`config.mk`:
```
export PLATFORM = sky130hd
export DESIGN_NAME = mme_ram
export DESIGN_NICKNAME = d
export VERILOG_FILES = /design/src/rtl/core/mme_ram.sv
export SDC_FILE = /design/constraint.sdc
export NUM_CORES = 2
export LEC_CHECK = 0
export BUFFER_PORTS_ARGS = -buffer_cell sky130_fd_sc_hd__buf_2
export CORE_UTILIZATION = 40
export DETAILED_ROUTE_END_ITERATION = 12
export PLACE_DENSITY_LB_ADDON = 0.08
export SLEW_MARGIN = 10
export SYNTH_ARGS = -nofsm -noshare
export SYNTH_HDL_FRONTEND = slang
export SYNTH_SLANG_ARGS = --single-unit
```
`constraint.sdc`:
```
create_clock -name clk -period 6.3 [get_ports clk]
set_input_delay 1.26 -clock clk [delete_from_list [all_inputs] [get_ports clk]]
set_output_delay 1.26 -clock clk [all_outputs]
set_load 0.05 [all_outputs]
```
`src/rtl/core/mme_ram.sv`:
```
// Generic single-write, single-read RAM with registered read data.
module mme_ram #(
    parameter int WIDTH = 32,
    parameter int DEPTH = 64
) (
    input  logic                     clk,
    input  logic                     we,
    input  logic [$clog2(DEPTH)-1:0] waddr,
    input  logic [WIDTH-1:0]         wdata,
    input  logic                     re,
    input  logic [$clog2(DEPTH)-1:0] raddr,
    output logic [WIDTH-1:0]         rdata
);

    logic [WIDTH-1:0] mem_reg [DEPTH];
    logic [WIDTH-1:0] rdata_reg;

    always_ff @(posedge clk)
    begin
        if (we)
        begin
            mem_reg[waddr] <= wdata;
        end
        if (re)
        begin
            rdata_reg <= mem_reg[raddr];
        end
    end

    assign rdata = rdata_reg;

endmodule

```
==> results.cfg <==
[clocking]
cts_buffers = 216
post_cts_buffers = 0
clock_path_buffers = 3
cts.sinks = 2080
cts_root_buf = clkbuf_16
cts_tree = built
h-tree-depth = 4
cts_hold_buf = 0
cts_resized = 0
clock_latency_ns = 0.85
cts.clk_slew.worst_paths_ns = 0.06

[critical_path]
critical_path.cell_chain = buf_8 > buf_12 > buf_4 > mux4_2 > o22ai_1 > nor2_1 > a21oi_1 > nor2_1
end_kind = flop
slowest_delay_ns = 0.94
required_ns = 6.86
cp_max_fo = 38
crit_type = in2reg
cp_common_cell = nor2_1
crit_path_start_kind = input pin
crit_arrival_ns = 4.59
critPathSlowestCell = a21oi_1

[pwr]
power_density_mw_per_mm2 = 323.1
p_leak_nw = 27.91
ir_worst_vdd_uv = 248.0

[status]
status = finished clean

[finish]
areaGrowthSynthToFinish_pct = 14.56
regArea_mm2 = 0.06246
instances_no_fill = 6425
largest_reg_flops = 2048
final_layout_size_suffix_gt1_share_pct = 30.30
fillers = 16190
multiInputGateArea_mm2 = 0.01600
fin_util_pct = 46.22
nNetsFinal = 3653

[sta]
setup_viol = 0
min_period_over_period_pct = 63.91
rsz0062_at_grt = false
fmax_mhz = 248.4
slew_headroom_pct = 15.93
worstMarginPinSlew_ns = 1.261
finClkSkew_ns = 0.02865
slew_viol_final = 0
finalHoldViolCount = 0
tns_ns = 0
min_period_ns = 4.026

[synth]
synth-warning-count = 0
ys_seq_elements = 2080
syn-mean-instance-area_um2 = 23.72
ys_seq_area_share_pct = 79.23
synth_edf_count = 2080
synth_nets = 3371
synthCells = 3324
ys_dominant_reg_cell = edfxtp_1
async_flop_share_pct = 0
yosysUniqueCellTypes = 33
syn_area_mm2 = 0.07884

[drt]
vias_per_cell = 5.750
drcViolationCount = 0
dr.pass1.iters = 7
vias = 36940
drt-wirelength-per-cell_um = 35.52
wl_um = 228200
antenna_left = 0
drt_iter0_markers = 4450
dr_wl_met3_um = 15730
met2WireLength_um = 113200
top_layer_used = met5
wl_met1_um = 91540

[placed_design]
port-buffer-count = 78
gp_congestion = 0.7782
dp_cells = 6012
hpwl_um = 132100

[floorplan]
io_pins = 79
core_area_mm2 = 0.1954
die_h_um = 445.9
die_w_um = 445.9
die-area_mm2 = 0.1989
initial_core_util_pct = 40.35
rows = 162

[global_route]
antenna_found_initial = 29
grt_usage_pct = 23.19
overflow = 0
grt_pass1_vias = 38480
grt_max_degree = 120
grt_pass1_wl_um = 313600

[job]
drv_cap = 0

[min_path]
hp-class = reg2reg
==> layout by cell type (no fill, tap or decap), drive strengths merged, types with 3 or more instances in the layout <==
| master | instances |
|---|---|
| edfxtp | 2080 |
| mux4 | 544 |
| clkbuf | 269 |
| buf | 246 |
| nor2 | 137 |
| clkinv | 113 |
| mux2i | 93 |
| o22ai | 84 |
| a21oi | 62 |
| o221ai | 27 |
| nand2 | 26 |
| nor2b | 15 |
| a22oi | 12 |
| bufinv | 12 |
| diode | 9 |
| nand2b | 8 |
| a311oi | 8 |
| nor3 | 7 |
| nand3b | 5 |
| nand3 | 5 |
| clkinvlp | 5 |
| inv | 5 |
| or3b | 5 |
| and3 | 4 |
| a41o | 4 |
| o32ai | 4 |
| or3 | 3 |
| or2 | 3 |
==> kinds of logic (layout without fill, tap and decap cells) <==
group	Yosys count	after routing	share of synthesized area (%)
flip-flops	2080	2080	79.23
multiplexers	637	637	16.72
AND/OR/NAND/NOR	223	223	1.260
AO/OA/AOI/OAI	202	202	1.666
buffers and inverters	182	650	1.124
other	0	9	0
==> critical path: cells and delay by family <==
kind,cells,cell delay [ns]
AO/OA/AOI/OAI,2,1.17
buffers and inverters,3,1.14
multiplexers,1,0.55
AND/OR/NAND/NOR,2,0.31
==> area by class of cell <==
cell class | instances | share of cell area (%)
antenna | 9 | 0.02494
tap | 2624 | 3.635
timing repair buffer | 246 | 2.041
sequential | 2080 | 69.16
clock inverter | 135 | 1.058
clock buffer | 269 | 6.370
multi-input combinational | 1062 | 17.71
==> per-stage QoR <==
step | area, µm² | setup slack (ns) | power, W | hold WS (ns)
after floorplan | 78840 | 1.880 | 0.01649 | 0.7502
after global placement | 83540 | 1.198 | 0.01730 | 0.9590
after detailed placement | 83580 | 1.362 | 0.01734 | 0.9554
after CTS | 90290 | 2.267 | 0.02944 | 0.9759
after global routing | 90300 | 2.068 | 0.03001 | 1.016
final | 90310 | 2.274 | 0.02918 | 0.9648
==> Yosys cell counts, drive strengths merged (2+ instances only) <==
master	count	area [µm²]
a21oi	62	310.3
or3b	5	43.80
o32ai	4	35.03
nand2	26	97.59
or3	3	18.77
and3	4	25.02
o221ai	27	236.5
nand3b	5	37.54
nand3	5	25.02
and2	2	12.51
nor3	7	35.03
a22oi	12	90.09
a311oi	8	70.07
mux2i	93	930.9
o22ai	84	525.5
mux4	544	12250
edfxtp	2080	62460
nand4	2	12.51
nand2b	8	50.05
clkbuf	74	277.8
nor2b	15	93.84
buf	108	608.1
nor2	137	514.2
a41o	4	40.04
or2	3	18.78
==> final timing paths <==
path | from | end | slack [ns] | cells past startpoint
setup / recovery | raddr[0] | rdata[27]$_DFFE_PP_ | 2.27 | 8
hold / removal | mem_reg[19][28]$_DFFE_PP_ | rdata[28]$_DFFE_PP_ | 0.96 | 5
setup reg to reg | mem_reg[51][1]$_DFFE_PP_ | rdata[1]$_DFFE_PP_ | 3.61 | 5
hold reg to reg | mem_reg[19][28]$_DFFE_PP_ | rdata[28]$_DFFE_PP_ | 0.96 | 5
==> per-layer routing <==
metal	GRT usage (%)	up-vias
li1	-	14900
met1	30.76	20390
met2	38.11	1314
met3	4.782	334
met4	7.991	2
met5	0	-
==> power breakdown <==
group          switching [W]  total, W  internal [W]
combinational        0.00106   0.00158      0.000522
clock                0.00525    0.0122       0.00692
sequential         0.0000670    0.0154        0.0154
(Power assumes the default switching activity.)
