File: src/rtl/core/mme_pkg.sv
// Shared constants, codes and types of the matrix multiply engine.
package mme_pkg;

    localparam int ELEM_W   = 32;
    localparam int REQ_W    = 2;
    localparam int POS_W    = 3;
    localparam int CFG_W    = 4;
    localparam int CFG_IDX_W = 2;

    localparam logic [CFG_W-1:0] CFG_DIM_RESET = 4'd8;

    typedef enum logic [REQ_W-1:0] {
        REQ_LOAD_A  = 2'd0,
        REQ_LOAD_B  = 2'd1,
        REQ_COMPUTE = 2'd2,
        REQ_NONE    = 2'd3
    } req_code_t;

    typedef enum logic [CFG_IDX_W-1:0] {
        CFG_ROWS_A     = 2'd0,
        CFG_INNER_SIZE = 2'd1,
        CFG_COLS_B     = 2'd2,
        CFG_UNUSED     = 2'd3
    } cfg_code_t;

    // Control from the sequencer to the multiply-accumulate unit.
    typedef struct packed {
        logic rd_vld;
        logic clear;
    } mac_ctl_t;

endpackage

File: src/rtl/core/mme_mac.sv
// Shared multiply-accumulate unit with the final shift and saturation.
module mme_mac #(
    parameter int STORE_W = 32,
    parameter int ACC_W   = 68,
    parameter int FRAC_BITS = 16
) (
    input  logic                       clk,
    input  logic                       rst_n,
    input  mme_pkg::mac_ctl_t          ctl,
    input  logic [STORE_W-1:0]         a_data,
    input  logic [STORE_W-1:0]         b_data,
    output logic                       busy,
    output logic [mme_pkg::ELEM_W-1:0] sat_value
);
    import mme_pkg::*;

    localparam logic signed [ACC_W-1:0] SAT_HI = ACC_W'(33'sh0_7FFF_FFFF);
    localparam logic signed [ACC_W-1:0] SAT_LO = ACC_W'(33'sh1_8000_0000);

    logic signed [STORE_W-1:0]   a_s;
    logic signed [STORE_W-1:0]   b_s;
    logic signed [2*STORE_W-1:0] prod_reg;
    logic signed [2*STORE_W-1:0] prod_next;
    logic                        mul_vld_reg;
    logic signed [ACC_W-1:0]     acc_reg;
    logic signed [ACC_W-1:0]     acc_next;
    logic signed [ACC_W-1:0]     shifted;

    assign a_s = a_data;
    assign b_s = b_data;
    assign prod_next = a_s * b_s;

    always_comb
    begin
        acc_next = acc_reg;
        if (ctl.clear)
        begin
            acc_next = '0;
        end
        else if (mul_vld_reg)
        begin
            acc_next = acc_reg + ACC_W'(prod_reg);
        end
    end

    always_ff @(posedge clk or negedge rst_n)
    begin
        if (!rst_n)
        begin
            mul_vld_reg <= 1'b0;
        end
        else
        begin
            mul_vld_reg <= ctl.rd_vld;
        end
    end

    always_ff @(posedge clk)
    begin
        if (ctl.rd_vld)
        begin
            prod_reg <= prod_next;
        end
        acc_reg <= acc_next;
    end

    // Arithmetic shift rounds toward minus infinity before clamping.
    assign shifted = acc_reg >>> FRAC_BITS;

    always_comb
    begin
        if (shifted > SAT_HI)
        begin
            sat_value = 32'h7FFF_FFFF;
        end
        else if (shifted < SAT_LO)
        begin
            sat_value = 32'h8000_0000;
        end
        else
        begin
            sat_value = shifted[ELEM_W-1:0];
        end
    end

    assign busy = mul_vld_reg;

endmodule

File: config.mk
export PLATFORM = sky130hd
export DESIGN_NAME = mme_mac
export DESIGN_NICKNAME = d
export VERILOG_FILES = /design/src/rtl/core/mme_pkg.sv /design/src/rtl/core/mme_mac.sv
export SDC_FILE = /design/constraint.sdc
export NUM_CORES = 2
export LEC_CHECK = 0
export BUFFER_PORTS_ARGS = -buffer_cell sky130_fd_sc_hd__buf_2
export CAP_MARGIN = 15
export CORE_MARGIN = 2
export CORE_UTILIZATION = 45
export DETAILED_ROUTE_END_ITERATION = 16
export HOLD_SLACK_MARGIN = 0.03
export PLACE_DENSITY = 0.58
export SKIP_CTS_REPAIR_TIMING = 1
export SLEW_MARGIN = 20
export SYNTH_ARGS = -nofsm -noshare
export SYNTH_HDL_FRONTEND = slang
export SYNTH_SLANG_ARGS = --single-unit
File: constraint.sdc
create_clock -name clk -period 4.54 [get_ports clk]
set_input_delay 0.454 -clock clk [delete_from_list [all_inputs] [get_ports clk]]
set_output_delay 0.454 -clock clk [all_outputs]
set_load 0.05 [all_outputs]
==> metrics.md <==
| Metric | Value |
|---|---|
| Share of cells above drive strength 1 | 0.191 |
| Crit path max fanout | 8 |
| H-tree depth | 4 |
| CTS clk-pin slew, worst paths | 0.06 ns |
| Max Clk Rate | 135 MHz |
| Setup Skew | 0.0185 ns |
| Total of max-cap violations | 0 |
| Post-Synthesis Cells | 4785 |
| GRT overflow | 0 |
| Diodes inserted | 0 |
| Slew @ Worst Pin | 0.833 ns |
| Syn avg cell area | 9.28 sq um |
| Tot GR Track Use | 0.248 |
| Slowest Stage Delay on Critical Path | 0.59 ns |
| Min Tclk post-route | 7.40 ns |
| Crit share post-route | 1.63 |
| Largest delay share family, worst path | adder cells |
| Top_reg_cell synth | dfxtp_1 |
| Fin Hold WS | 0.318 ns |
| Syn nets | 6187 |
| Clock latency on the worst-skew pair | 0.45 ns |
| DRT antenna net count | 0 |
| Nets | 6604 |
| Status | complete, but fails checks |
| Synth warnings | 0 |
| Root buffer cell | clkbuf_16 |
| Drt total wl | 124 mm |
| Yosys top cell area share | 0.488 |
| Drt wl/cell | 19.1 microns |
| Die Y | 318 microns |
| Req. time, crit path | 4.85 ns |
| Area grow syn2layout | 19.5% |
| Die width | 318 microns |
| Final non-filler cell total | 6502 |
| Hold crit path type | input pin to asynchronous set/reset pin |
| Vias in the first global route | 35966 |
| Critical Path Most Common Cell | fa_1 |
| Failing checks | negative setup slack |
| DRC | 0 |
| # setup viols final | 56 |
| CP max-delay cell | fa_1 |
| Crit path kind | input pin to flip-flop |
| Clock buffer depth | 2 |
| TritonCTS clock tree | done |
| Post-synthesis cell type count | 77 |
| CTS buffer count | 17 |
| Final worst slack | -2.86 ns |
| Row count | 115 |
| Final Hold Viols | 0 |
| CP Launch Type | input pin |
| Register area share after synthesis | 0.0745 |
| Post-synth EDFFs | 64 |
| Die ar. | 0.101 sq mm |
| Total number of vias | 33339 |
| Vias/cell | 5.13 |
| Clock Sinks | 133 |
| Starting DRT DRC Count | 2146 |
| Worst Path Buf+Inv | 4 |
| Asr flop ratio synth | 0.00752 |
| Flop2flop setup slack | 0.61 ns |
| First-pass detailed-route iteration total | 6 |
| Fin Setup TNS | -113.04 ns |
| Post-synthesis register bit count | 133 |
| Crit end category | flip-flop |
| Port Buffers | 100 |
| Largest net degree at the start of global routing | 69 |
| CP arrival | 7.71 ns |
| Fill cells | 8925 |
| Core Util, Final | 0.541 |
| Cell taking the most area after synthesis | fa_1 |
| Placed instance count | 6420 |
| Num ports | 101 |
| GPL Wtd Cong | 0.908 |
| RSZ-0062 raised after global routing | yes |
| Relative slew slack | 0.445 |
| First-pass GRT wire length | 199 mm |
| Initial antenna violation count | 4 |
| Placeable Area | 0.0981 sq mm |
| Cell with the most instances after synthesis | fa_1 |
| Synth area leaders | fa_1 49%, inv_1 8.5%, and2_1 7.2% |
| Max FFs per register | 68 |
| Top post-synthesis cells by count | 1083 x fa_1, 1007 x inv_1, 653 x nand2_1 |
| Mapped Area | 0.0444 sq mm |
| Initial Util | 0.453 |
| Final slew viol count | 0 |
| Post-detail-place hpwl | 106 mm |
## per-layer routing
| metal | global-route usage | vias to the layer above | routed length [microns] |
|---|---|---|---|
| li1 | - | 15167 | - |
| met1 | 0.373 | 17110 | 57600 |
| met2 | 0.391 | 912 | 56200 |
| met3 | 0.0287 | 148 | 7560 |
| met4 | 0.0442 | 2 | 2780 |
| met5 | 0 | - | 13 |
## worst register-to-register path, stage by stage, from the launching register on
cell	delay, ns
edfxtp_1	0.42
ha_1	0.43
a2111oi_0	0.62
inv_1	0.09
o211ai_1	0.22
a22oi_1	0.14
a221oi_2	0.50
nor2_4	0.08
a41oi_2	0.36
o21ai_1	0.17
mux2i_1	0.14
a311o_1	0.34
mux2_4	0.30
## per-stage QoR
step | cell area (sq um) | setup WS (ns)
after floorplan | 45600 | -3.43
after global placement | 50400 | -3.68
after detailed placement | 50400 | -3.68
after CTS | 50900 | -3.22
after global routing | 53100 | -3.09
final | 53100 | -2.86
## final timing paths
kind                                               from                  endpoint  cells after the start
worst max-delay path                         a_data[23]    prod_reg[61]$_DFFE_PP_                     25
worst min-delay path                              rst_n            busy$_DFF_PN0_                      2
worst max register to register   prod_reg[18]$_DFFE_PP_  acc_reg[67]$_SDFFE_PP0P_                     12
worst min register to register  acc_reg[4]$_SDFFE_PP0P_   acc_reg[4]$_SDFFE_PP0P_                      2
max in group asynchronous                         rst_n            busy$_DFF_PN0_                      2
min in group clk                acc_reg[4]$_SDFFE_PP0P_   acc_reg[4]$_SDFFE_PP0P_                      2
## final cells by class
| cell class | instances | area [sq um] | share of cell area |
|---|---|---|---|
| clock buffers | 17 | 425 | 0.00802 |
| clock inverters | 15 | 163 | 0.00306 |
| inverters | 1008 | 3790 | 0.0714 |
| multi-input cells | 3402 | 37900 | 0.714 |
| flip-flops and latches | 133 | 3310 | 0.0624 |
| well taps | 1287 | 1610 | 0.0303 |
| repair buffers | 640 | 5890 | 0.111 |
## cell families after synthesis
logic type,Yosys count,share of synthesized area
multiplexers,37,0.00845
AND/OR/NAND/NOR,1456,0.160
buffers and inverters,1250,0.106
AO/OA/AOI/OAI,452,0.0681
flip-flops,133,0.0745
adder cells (fa/ha/maj),1334,0.559
XOR/XNOR,123,0.0243
## cells in the final DEF, fill, tap and decap left out, drive strengths merged, types with 21 or more instances in the layout
cell	instances
fa	1083
clkbuf	28
dfxtp	68
mux2i	36
edfxtp	64
nor2	146
nand4	22
nand3	26
inv	1007
nand2b	21
o21bai	26
xnor2	80
o21ai	67
a21oi	135
xor2	43
and2	509
a21o	78
buf	628
nand2	653
a211oi	22
ha	251
Power is left out: the tool's default activity adds up to more than one toggle a clock period on the data nets, which glitch-free logic cannot reach.
